[src/sls_pkg.sv]
// Shared types and constants for the sprite line search block.
// Used by sls_ctrl, sls_datapath and sprite_line_search_core; depends on nothing.
package sls_pkg;

  // Store geometry.
  localparam int STORE_BYTES  = 160;
  localparam int MAX_PER_LINE = 10;
  localparam int ENTRY_BYTES  = 4;
  localparam int NUM_ENTRIES  = STORE_BYTES / ENTRY_BYTES;
  localparam int IDX_W        = (NUM_ENTRIES > 1) ? $clog2(NUM_ENTRIES) : 1;
  localparam int SA_W         = (STORE_BYTES > 1) ? $clog2(STORE_BYTES) : 1;
  localparam int CNT_W        = $clog2(MAX_PER_LINE + 1);

  // Fixed field values.
  localparam logic [7:0] LOCKED_BYTE   = 8'hFF;
  localparam logic [7:0] SPRITE_Y_BIAS = 8'd16;
  localparam logic [8:0] HEIGHT_SHORT  = 9'd8;
  localparam logic [8:0] HEIGHT_TALL   = 9'd16;

  // Operation codes of an input beat.
  localparam logic [1:0] OP_WRITE = 2'd0;
  localparam logic [1:0] OP_READ  = 2'd1;
  localparam logic [1:0] OP_SCAN  = 2'd2;

  // Display modes that leave the store open.
  localparam logic [1:0] MODE_HBLANK = 2'd0;
  localparam logic [1:0] MODE_VBLANK = 2'd1;

  // Configuration register indexes.
  localparam logic [1:0] CFG_LCD_ENABLE     = 2'd0;
  localparam logic [1:0] CFG_SPRITES_ENABLE = 2'd1;
  localparam logic [1:0] CFG_TALL_SPRITES   = 2'd2;

  typedef struct packed {
    logic [1:0] op;
    logic [7:0] oam_addr;
    logic [7:0] write_data;
    logic [1:0] lcd_mode;
    logic [7:0] scan_line;
  } in_item_t;

  typedef struct packed {
    logic [7:0] read_data;
    logic [7:0] sprite_x;
    logic [7:0] sprite_offset;
    logic       found;
    logic       last;
  } out_item_t;

  // Source of the next output beat.
  typedef enum logic [1:0] {
    OUT_NONE_LAST,
    OUT_CPU_READ,
    OUT_PEND_MID,
    OUT_PEND_LAST
  } out_sel_e;

  // Commands from the controller to the datapath.
  typedef struct packed {
    logic             accept;
    logic             mem_wr;
    logic             rd_cpu;
    logic             rd_entry;
    logic [IDX_W-1:0] rd_idx;
    logic [IDX_W-1:0] chk_idx;
    logic             scan_start;
    logic             pend_take;
    logic             out_load;
    out_sel_e         out_sel;
  } sls_cmd_t;

  // Status from the datapath to the controller.
  typedef struct packed {
    logic out_free;
    logic scan_en;
    logic hit;
    logic last_hit;
    logic pend_valid;
  } sls_status_t;

endpackage

[src/sls_datapath.sv]
// Datapath of the sprite line search: attribute store, config registers,
// entry compare, pending match and output register. Depends on sls_pkg.
module sls_datapath (
  input  logic                clk_i,
  input  logic                rst_ni,
  input  logic                cfg_we_i,
  input  logic [1:0]          cfg_index_i,
  input  logic                cfg_data_i,
  input  sls_pkg::in_item_t   in_data_i,
  input  sls_pkg::sls_cmd_t   cmd_i,
  output sls_pkg::sls_status_t status_o,
  input  logic                out_stall_i,
  output logic                out_valid_o,
  output sls_pkg::out_item_t  out_data_o
);
  import sls_pkg::*;

  logic             lcd_q, spr_q, tall_q;
  logic [7:0]       store_mem [STORE_BYTES];
  logic [STORE_BYTES-1:0] stored_q;
  logic [7:0]       rd_a_q, rd_b_q;
  logic             rd_a_vld_q, rd_b_vld_q;
  logic             rd_ok_q;
  logic [7:0]       line_q;
  logic             scan_tall_q;
  logic             pend_valid_q;
  logic [7:0]       pend_x_q, pend_off_q;
  logic [CNT_W-1:0] count_q;
  logic             out_valid_q;
  out_item_t        out_q, out_d;

  logic             access_open, in_range, wr_en, rd_en;
  logic [SA_W-1:0]  cpu_addr, addr_a, addr_b;
  logic [7:0]       byte0, byte1, ytop;
  logic [8:0]       height, ybot;
  logic             hit;

  // Configuration registers.
  always_ff @(posedge clk_i or negedge rst_ni) begin
    if (!rst_ni) begin
      lcd_q  <= 1'b0;
      spr_q  <= 1'b0;
      tall_q <= 1'b0;
    end else if (cfg_we_i) begin
      unique case (cfg_index_i)
        CFG_LCD_ENABLE:     lcd_q  <= cfg_data_i;
        CFG_SPRITES_ENABLE: spr_q  <= cfg_data_i;
        CFG_TALL_SPRITES:   tall_q <= cfg_data_i;
        default: ;
      endcase
    end
  end

  // CPU access gating.
  assign access_open = !lcd_q || (in_data_i.lcd_mode == MODE_HBLANK) ||
                       (in_data_i.lcd_mode == MODE_VBLANK);
  assign in_range    = {1'b0, in_data_i.oam_addr} < 9'(STORE_BYTES);
  assign cpu_addr    = in_data_i.oam_addr[SA_W-1:0];
  assign wr_en       = cmd_i.mem_wr && access_open && in_range;

  // Port A serves CPU reads and byte 0 of an entry, port B byte 1.
  assign addr_a = cmd_i.rd_cpu ? cpu_addr : SA_W'({cmd_i.rd_idx, 2'b00});
  assign addr_b = SA_W'({cmd_i.rd_idx, 2'b01});
  assign rd_en  = cmd_i.rd_cpu || cmd_i.rd_entry;

  // Store array; entries never written read as zero through stored_q.
  always_ff @(posedge clk_i) begin
    if (wr_en) begin
      store_mem[cpu_addr] <= in_data_i.write_data;
    end
    if (rd_en) begin
      rd_a_q <= store_mem[addr_a];
      rd_b_q <= store_mem[addr_b];
    end
  end

  always_ff @(posedge clk_i or negedge rst_ni) begin
    if (!rst_ni) begin
      stored_q   <= '0;
      rd_a_vld_q <= 1'b0;
      rd_b_vld_q <= 1'b0;
    end else begin
      if (wr_en) begin
        stored_q[cpu_addr] <= 1'b1;
      end
      if (rd_en) begin
        rd_a_vld_q <= stored_q[addr_a];
        rd_b_vld_q <= stored_q[addr_b];
      end
    end
  end

  assign byte0 = rd_a_vld_q ? rd_a_q : 8'd0;
  assign byte1 = rd_b_vld_q ? rd_b_q : 8'd0;

  // Per-item context latched at accept.
  always_ff @(posedge clk_i) begin
    if (cmd_i.accept) begin
      rd_ok_q     <= access_open && in_range;
      line_q      <= in_data_i.scan_line;
      scan_tall_q <= tall_q;
    end
  end

  // Vertical range test of the entry under check; the upper sum does not wrap.
  assign ytop   = byte0 - SPRITE_Y_BIAS;
  assign height = scan_tall_q ? HEIGHT_TALL : HEIGHT_SHORT;
  assign ybot   = {1'b0, ytop} + height;
  assign hit    = (line_q >= ytop) && ({1'b0, line_q} < ybot);

  // Pending match and match count.
  always_ff @(posedge clk_i or negedge rst_ni) begin
    if (!rst_ni) begin
      pend_valid_q <= 1'b0;
      count_q      <= '0;
    end else if (cmd_i.scan_start) begin
      pend_valid_q <= 1'b0;
      count_q      <= '0;
    end else if (cmd_i.pend_take) begin
      pend_valid_q <= 1'b1;
      count_q      <= count_q + CNT_W'(1);
    end
  end

  always_ff @(posedge clk_i) begin
    if (cmd_i.pend_take) begin
      pend_x_q   <= byte1;
      pend_off_q <= 8'({cmd_i.chk_idx, 2'b00});
    end
  end

  // Output beat selection.
  always_comb begin
    out_d = '0;
    unique case (cmd_i.out_sel)
      OUT_NONE_LAST: out_d.last = 1'b1;
      OUT_CPU_READ: begin
        out_d.read_data = rd_ok_q ? byte0 : LOCKED_BYTE;
        out_d.last      = 1'b1;
      end
      OUT_PEND_MID: begin
        out_d.sprite_x      = pend_x_q;
        out_d.sprite_offset = pend_off_q;
        out_d.found         = 1'b1;
      end
      OUT_PEND_LAST: begin
        out_d.sprite_x      = pend_x_q;
        out_d.sprite_offset = pend_off_q;
        out_d.found         = 1'b1;
        out_d.last          = 1'b1;
      end
      default: out_d = '0;
    endcase
  end

  // Output register.
  always_ff @(posedge clk_i or negedge rst_ni) begin
    if (!rst_ni) begin
      out_valid_q <= 1'b0;
    end else if (cmd_i.out_load) begin
      out_valid_q <= 1'b1;
    end else if (!out_stall_i) begin
      out_valid_q <= 1'b0;
    end
  end

  always_ff @(posedge clk_i) begin
    if (cmd_i.out_load) begin
      out_q <= out_d;
    end
  end

  assign out_valid_o = out_valid_q;
  assign out_data_o  = out_q;

  // Status back to the controller.
  assign status_o.out_free   = !out_valid_q || !out_stall_i;
  assign status_o.scan_en    = lcd_q && spr_q;
  assign status_o.hit        = hit;
  assign status_o.last_hit   = hit && (count_q == CNT_W'(MAX_PER_LINE - 1));
  assign status_o.pend_valid = pend_valid_q;

endmodule

[src/sls_ctrl.sv]
// Controller of the sprite line search: accepts beats and sequences CPU
// accesses and the entry walk. Depends on sls_pkg.
module sls_ctrl (
  input  logic                 clk_i,
  input  logic                 rst_ni,
  input  logic                 in_valid_i,
  input  logic [1:0]           op_i,
  output logic                 in_stall_o,
  input  sls_pkg::sls_status_t status_i,
  output sls_pkg::sls_cmd_t    cmd_o
);
  import sls_pkg::*;

  localparam logic [1:0] S_IDLE  = 2'd0;
  localparam logic [1:0] S_READ  = 2'd1;
  localparam logic [1:0] S_SCAN  = 2'd2;
  localparam logic [1:0] S_FLUSH = 2'd3;

  logic [1:0]       state_q, state_d;
  logic [IDX_W-1:0] cur_q, cur_d;
  logic             accept, emit_stall;

  // Only an idle controller with a free output slot takes a beat.
  assign in_stall_o = !((state_q == S_IDLE) && status_i.out_free);
  assign accept     = in_valid_i && !in_stall_o;
  assign emit_stall = status_i.hit && status_i.pend_valid && !status_i.out_free;

  always_comb begin
    state_d       = state_q;
    cur_d         = cur_q;
    cmd_o         = '0;
    cmd_o.accept  = accept;
    cmd_o.chk_idx = cur_q;
    cmd_o.out_sel = OUT_NONE_LAST;
    unique case (state_q)
      S_IDLE: begin
        if (accept) begin
          unique case (op_i)
            OP_WRITE: begin
              cmd_o.mem_wr   = 1'b1;
              cmd_o.out_load = 1'b1;
            end
            OP_READ: begin
              cmd_o.rd_cpu = 1'b1;
              state_d      = S_READ;
            end
            OP_SCAN: begin
              if (status_i.scan_en) begin
                cmd_o.scan_start = 1'b1;
                cmd_o.rd_entry   = 1'b1;
                cmd_o.rd_idx     = '0;
                cur_d            = '0;
                state_d          = S_SCAN;
              end else begin
                cmd_o.out_load = 1'b1;
              end
            end
            default: cmd_o.out_load = 1'b1;
          endcase
        end
      end
      S_READ: begin
        if (status_i.out_free) begin
          cmd_o.out_load = 1'b1;
          cmd_o.out_sel  = OUT_CPU_READ;
          state_d        = S_IDLE;
        end
      end
      S_SCAN: begin
        // A new match pushes the previous one out as a non-final beat.
        if (!emit_stall) begin
          if (status_i.hit) begin
            cmd_o.pend_take = 1'b1;
            if (status_i.pend_valid) begin
              cmd_o.out_load = 1'b1;
              cmd_o.out_sel  = OUT_PEND_MID;
            end
          end
          if (status_i.last_hit || (cur_q == IDX_W'(NUM_ENTRIES - 1))) begin
            state_d = S_FLUSH;
          end else begin
            cur_d          = cur_q + IDX_W'(1);
            cmd_o.rd_entry = 1'b1;
            cmd_o.rd_idx   = cur_q + IDX_W'(1);
          end
        end
      end
      S_FLUSH: begin
        if (status_i.out_free) begin
          cmd_o.out_load = 1'b1;
          cmd_o.out_sel  = status_i.pend_valid ? OUT_PEND_LAST : OUT_NONE_LAST;
          state_d        = S_IDLE;
        end
      end
      default: state_d = S_IDLE;
    endcase
  end

  always_ff @(posedge clk_i or negedge rst_ni) begin
    if (!rst_ni) begin
      state_q <= S_IDLE;
      cur_q   <= '0;
    end else begin
      state_q <= state_d;
      cur_q   <= cur_d;
    end
  end

endmodule

[src/sprite_line_search_core.sv]
// Sprite line search: 160-byte sprite attribute store with gated CPU access
// and a per-scanline search for up to ten sprites.
//
// Usage: input beats arrive on in_valid_i/in_stall_o with in_data_i, and
// result beats leave on out_valid_o/out_stall_i with out_data_o. A beat moves
// on a rising edge where valid is high and stall is low. Configuration bits
// are written through cfg_we_i/cfg_index_i/cfg_data_i only while the block is
// idle, a rule for the user that the block does not enforce. A CPU write
// gives one result beat in the cycle after it is taken; a CPU read passes the
// registered store read, then the output register. A scan checks one entry per
// cycle, forty for the full store, pausing while a match waits on a stalled
// output; two read ports give an entry's Y and X bytes. Matches leave as beats
// with found set, the final one with last set; a scan with no match, or with
// the display or sprites off, gives one beat with found clear.
// Reset clears the store contents (per-byte written flags), the configuration
// bits and all control state. While the receiver stalls, the held result
// stays in the output register and the walk pauses where a match must go out.
// Depends on sls_pkg, sls_ctrl and sls_datapath.
module sprite_line_search_core (
  input  logic               clk_i,
  input  logic               rst_ni,
  input  logic               cfg_we_i,
  input  logic [1:0]         cfg_index_i,
  input  logic               cfg_data_i,
  input  logic               in_valid_i,
  output logic               in_stall_o,
  input  sls_pkg::in_item_t  in_data_i,
  output logic               out_valid_o,
  input  logic               out_stall_i,
  output sls_pkg::out_item_t out_data_o
);
  import sls_pkg::*;

  sls_cmd_t    cmd;
  sls_status_t status;

  // Sequencer.
  sls_ctrl u_ctrl (
    .clk_i      (clk_i),
    .rst_ni     (rst_ni),
    .in_valid_i (in_valid_i),
    .op_i       (in_data_i.op),
    .in_stall_o (in_stall_o),
    .status_i   (status),
    .cmd_o      (cmd)
  );

  // Store, compare and output register.
  sls_datapath u_datapath (
    .clk_i       (clk_i),
    .rst_ni      (rst_ni),
    .cfg_we_i    (cfg_we_i),
    .cfg_index_i (cfg_index_i),
    .cfg_data_i  (cfg_data_i),
    .in_data_i   (in_data_i),
    .cmd_i       (cmd),
    .status_o    (status),
    .out_stall_i (out_stall_i),
    .out_valid_o (out_valid_o),
    .out_data_o  (out_data_o)
  );

  // A store write happens only on an accepted beat.
  assert property (@(posedge clk_i) disable iff (!rst_ni)
    cmd.mem_wr |-> (in_valid_i && !in_stall_o))
    else $error("store write without an accepted beat");

  // A new result never overwrites a beat the receiver is still holding off.
  assert property (@(posedge clk_i) disable iff (!rst_ni)
    cmd.out_load |-> !(out_valid_o && out_stall_i))
    else $error("output register overwritten while stalled");

  // A reported sprite sits on an entry boundary.
  assert property (@(posedge clk_i) disable iff (!rst_ni)
    (out_valid_o && out_data_o.found) |-> (out_data_o.sprite_offset[1:0] == 2'b00))
    else $error("sprite offset not on an entry boundary");

endmodule
[config.mk]
export PLATFORM = sky130hd
export DESIGN_NAME = sprite_line_search_core
export DESIGN_NICKNAME = d
export VERILOG_FILES = /design/src/sls_pkg.sv /design/src/sls_datapath.sv /design/src/sls_ctrl.sv /design/src/sprite_line_search_core.sv
export SDC_FILE = /design/constraint.sdc
export NUM_CORES = 2
export LEC_CHECK = 0
export ABC_AREA = 1
export BUFFER_PORTS_ARGS = -buffer_cell sky130_fd_sc_hd__buf_2
export CORE_ASPECT_RATIO = 1.2
export CORE_MARGIN = 10
export CORE_UTILIZATION = 30
export DETAILED_ROUTE_END_ITERATION = 8
export GPL_TIMING_DRIVEN = 0
export HOLD_SLACK_MARGIN = 0.12
export PLACE_DENSITY = 0.57
export RECOVER_POWER = 100
export SYNTH_ARGS = -nofsm -noshare
export SYNTH_HDL_FRONTEND = slang
export SYNTH_HIERARCHICAL = 1
export SYNTH_SLANG_ARGS = --single-unit
[constraint.sdc]
create_clock -name clk_i -period 5.6 [get_ports clk_i]
set_input_delay 1.12 -clock clk_i [delete_from_list [all_inputs] [get_ports clk_i]]
set_output_delay 1.12 -clock clk_i [all_outputs]
set_load 0.005 [all_outputs]
==> flow_results.xml <==
<?xml version="1.0" encoding="UTF-8"?>
<metrics>
  <group name="route">
    <metric name="dr.first_iter.drc_count" unit="">9527</metric>
    <metric name="route.vias.total" unit="">55250</metric>
    <metric name="antenna_violating_nets_post_route" unit="">0</metric>
    <metric name="post_drt_via_cell_ratio" unit="">5.892</metric>
    <metric name="drt_first_pass_iters" unit="">9</metric>
    <metric name="drt_drc_violations_left" unit="">2</metric>
    <metric name="totalWireLength" unit="um">366300</metric>
    <metric name="wire_per_inst" unit="um">39.06</metric>
  </group>
  <group name="clock_network">
    <metric name="clock_sinks" unit="">1523</metric>
    <metric name="ctsLongestPathBuffers" unit="">3</metric>
    <metric name="clkSlewWorstSetupHoldPaths" unit="ns">0.06</metric>
    <metric name="clk-insertion-delay-late" unit="ns">0.90</metric>
    <metric name="cts_hold_repair.buffers" unit="">0</metric>
    <metric name="numCtsBuffers" unit="">170</metric>
    <metric name="h_tree_level_count" unit="">4</metric>
    <metric name="clock_tree_from_tritoncts" unit="">yes</metric>
    <metric name="cts_root_buf" unit="">sky130_fd_sc_hd__clkbuf_16</metric>
  </group>
  <group name="grt">
    <metric name="gr-usage-met3" unit="">0.09301</metric>
    <metric name="grt.met1_usage" unit="">0.3520</metric>
    <metric name="grt_util_all_layers" unit="">0.2911</metric>
    <metric name="via_count_of_the_first_global_routing_pass" unit="">50630</metric>
    <metric name="grt_first_pass_wirelength" unit="um">471500</metric>
    <metric name="overflow" unit="">0</metric>
    <metric name="grt.busiest_layer" unit="">met2</metric>
    <metric name="maximum_number_of_pins_on_one_net_before_global_route_repair" unit="">116</metric>
    <metric name="grtUsageMet2" unit="">0.4389</metric>
    <metric name="initial_antenna_violation_count" unit="">42</metric>
  </group>
  <group name="yosys">
    <metric name="synth.largest_area_cell" unit="">sky130_fd_sc_hd__edfxtp_1</metric>
    <metric name="async_reset_ff_frac" unit="">0.1175</metric>
    <metric name="synth.avg_cell_area" unit="um2">11.13</metric>
    <metric name="ys_warn_count" unit="">6</metric>
    <metric name="syn-cell-area" unit="um2">66430</metric>
    <metric name="postSynthRegisterBits" unit="">1523</metric>
    <metric name="number_of_library_cell_types_mapped_by_synthesis" unit="">51</metric>
    <metric name="synth_edf_count" unit="">1344</metric>
    <metric name="synth.top_cell.area_share" unit="">0.6076</metric>
    <metric name="synthCells" unit="">5970</metric>
    <metric name="yosys-top-cells-area" unit="">sky130_fd_sc_hd__edfxtp_1 61%, sky130_fd_sc_hd__dfrtp_1 6.7%, sky130_fd_sc_hd__nand3_1 5.3%, sky130_fd_sc_hd__nor2_1 5.2%, sky130_fd_sc_hd__o21ai_0 5.1%</metric>
    <metric name="synthFlopType" unit="">sky130_fd_sc_hd__edfxtp_1</metric>
    <metric name="seq_total_area_yosys" unit="">0.6750</metric>
  </group>
  <group name="outcome">
    <metric name="violations" unit="">DRC, capacitance limit, slew limit, setup timing</metric>
    <metric name="outcome" unit="">complete, but fails checks</metric>
  </group>
  <group name="placement">
    <metric name="hpwlAfterDp" unit="um">267900</metric>
    <metric name="globalplace.congestion" unit="">1.043</metric>
    <metric name="placedInstanceArea" unit="um2">71410</metric>
    <metric name="buffer_ports.inserted" unit="">59</metric>
  </group>
  <group name="floorplan">
    <metric name="pin_count" unit="">64</metric>
    <metric name="rows" unit="">189</metric>
    <metric name="placeableCoreArea" unit="um2">220600</metric>
    <metric name="fp.dieArea" unit="um2">240700</metric>
    <metric name="dieHeight" unit="um">535.5</metric>
    <metric name="chipWidth" unit="um">449.6</metric>
    <metric name="initial_core_utilization" unit="">0.3011</metric>
  </group>
  <group name="power">
    <metric name="power_per_cell_area" unit="nW/um2">432.6</metric>
    <metric name="vdd.ir_drop.worst" unit="mV">0.3700</metric>
    <metric name="power.leakage" unit="nW">27.58</metric>
  </group>
  <group name="timing">
    <metric name="clock-skew-final" unit="ns">0.02484</metric>
    <metric name="max_slew_margin" unit="">-2.613</metric>
    <metric name="share_of_the_clock_period_used_by_the_worst_path" unit="">1.011</metric>
    <metric name="tightestPinTransition" unit="ns">5.419</metric>
    <metric name="final_max_slew_viol_count" unit="">1115</metric>
    <metric name="setup_slack" unit="ns">-0.06086</metric>
    <metric name="final_hold_viol_count" unit="">0</metric>
    <metric name="timing.setup.tns" unit="ns">-1.964</metric>
    <metric name="max_clock_freq" unit="GHz">0.1767</metric>
    <metric name="grt_setup_unrepaired" unit="">true</metric>
    <metric name="min_period" unit="ns">5.661</metric>
    <metric name="final.hold.worst_slack" unit="ns">0.4123</metric>
    <metric name="final-setup-viol-count" unit="">47</metric>
  </group>
  <group name="worst_setup_path">
    <metric name="path_max_fanout" unit="">115</metric>
    <metric name="worstSetupEndpointType" unit="">flop</metric>
    <metric name="timing.critical_path.required" unit="ns">5.82</metric>
    <metric name="worst_ep_arrival_time" unit="ns">5.88</metric>
    <metric name="critPathMaxStageDelay" unit="ns">2.33</metric>
    <metric name="worstPathBufferInverterCount" unit="">2</metric>
    <metric name="timing.critical_path.cells" unit="">clkbuf_1 &gt; clkbuf_2</metric>
    <metric name="timing.critical_path.from_type" unit="">input port</metric>
    <metric name="timing.reg2reg.setup_slack" unit="ns">0.09</metric>
    <metric name="timing.critical_path.slowest_stage_cell" unit="">sky130_fd_sc_hd__clkbuf_2</metric>
    <metric name="timing_worst_setup_path_type" unit="">in -&gt; reg</metric>
    <metric name="timing.critical_path.max_delay_family" unit="">buffers and inverters</metric>
  </group>
  <group name="finish">
    <metric name="layout.cells.most_common" unit="">sky130_fd_sc_hd__edfxtp_1</metric>
    <metric name="final_layout_size_suffix_gt1_frac" unit="">0.1317</metric>
    <metric name="final_cell_mix" unit="">1,344 x sky130_fd_sc_hd__edfxtp_1, 890 x sky130_fd_sc_hd__nor2_1, 660 x sky130_fd_sc_hd__o21ai_0, 637 x sky130_fd_sc_hd__nand3_1, 474 x sky130_fd_sc_hd__nand2_1</metric>
    <metric name="multi_input_comb_area" unit="um2">18620</metric>
    <metric name="area_growth" unit="%">17.30</metric>
    <metric name="regArea" unit="um2">44840</metric>
    <metric name="final_net_count" unit="">6307</metric>
    <metric name="final.fill_count" unit="">21930</metric>
    <metric name="final_cell_area" unit="um2">77920</metric>
  </group>
  <group name="min_path">
    <metric name="hp-class" unit="">in -&gt; reg</metric>
  </group>
  <group name="run">
    <metric name="cap_viol_max_count" unit="">30</metric>
  </group>
</metrics>
==> worst paths after layout <==
check                                             startpoint                                      to  cells after the start
max                                            in_data_i[14]  u_datapath/store_mem[147][4]$_DFFE_PP_                      2
min                                             in_data_i[1]          u_datapath/line_q[1]$_DFFE_PP_                      1
max reg2reg                u_datapath/rd_a_vld_q$_DFFE_PN0P_          u_datapath/rd_b_q[3]$_DFFE_PP_                     27
min reg2reg                    u_datapath/tall_q$_DFFE_PN0P_        u_datapath/scan_tall_q$_DFFE_PP_                      0
max in group asynchronous                             rst_ni     u_datapath/stored_q[15]$_DFFE_PN0P_                      1
min in group asynchronous                             rst_ni             u_ctrl/cur_q[0]$_DFFE_PN0P_                      1
==> per-stage QoR <==
step,total power [mW],std cells,util,setup WS [ns]
2_1_floorplan,16.78,5971,-,0.8322
3_3_place_gp,21.28,8990,0.3192,-2.297
3_5_place_dp,21.32,9030,0.3237,-2.154
4_1_cts,33.04,9354,0.3532,0.01775
5_1_grt,34.22,9365,0.3530,-0.04186
6_report,33.70,9377,0.3532,-0.06086
==> synthesized netlist by cell type (all sizes together), types with 28 or more instances <==
cell type  instances
a21oi            118
buf              244
clkbuf           196
dfrtp            179
edfxtp          1344
inv              409
nand2            487
nand3            699
nor2             921
o211ai           385
o21ai            702
o22ai             38
o311ai            28
or2              132
==> where the power goes <==
group	switching, mW	internal (mW)	leakage, nW
Combinational	7.20	2.35	11.0
Sequential	0.109	12.8	13.9
Clock	4.90	6.38	2.71
==> cells by family after synthesis <==
kind of cell / Yosys count / share of synthesized area
other: 1 / 0.00005645
DFF: 1523 / 0.6750
xor gates and xnor gates: 5 / 0.0006594
adders and majority gates: 20 / 0.003880
AOI/OAI and AO/OA: 1318 / 0.1189
and+or+nand+nor: 2250 / 0.1467
buffers and inverters: 853 / 0.05481
==> timing repair <==
| item | in CTS | in global routing |
|---|---|---|
| buffers inserted | 10 | 0 |
| endpoints found under the setup margin | 18 | 18 |
| resized for setup | 327 | 91 |
| pin swaps | 11 | 12 |
==> metal layers <==
layer | share of wire | wire length [um] | up-vias
li1 | - | - | 21910
met1 | 0.36 | 131000 | 27700
met2 | 0.43 | 158600 | 4565
met3 | 0.12 | 45690 | 1066
met4 | 0.085 | 30970 | 8
met5 | 0.00015 | 55 | -
==> cell type report <==
cell class / count / share of cell area
well taps: 2960 / 0.04753
multi-input cells: 3595 / 0.2390
clock inverters: 92 / 0.01047
inverters: 413 / 0.02022
repair buffers: 110 / 0.01159
diodes: 22 / 0.0007066
flip-flops and latches: 1523 / 0.5755
plain buffers: 438 / 0.03477
clock buffers: 224 / 0.06027
==> state kept, by name, summed over array words and instances, names as in the netlist, 2 cells and up <==
register	cells
u_datapath/rd_a_q	8
u_datapath/pend_x_q	8
u_datapath/out_data_o	24
u_datapath/count_q	4
u_ctrl/cur_q	6
u_datapath/stored_q	160
u_datapath/rd_b_q	8
u_datapath/pend_off_q	6
u_datapath/store_mem	1280
u_ctrl/state_q	2
u_datapath/line_q	8
Power figures use the tool's default switching activity.
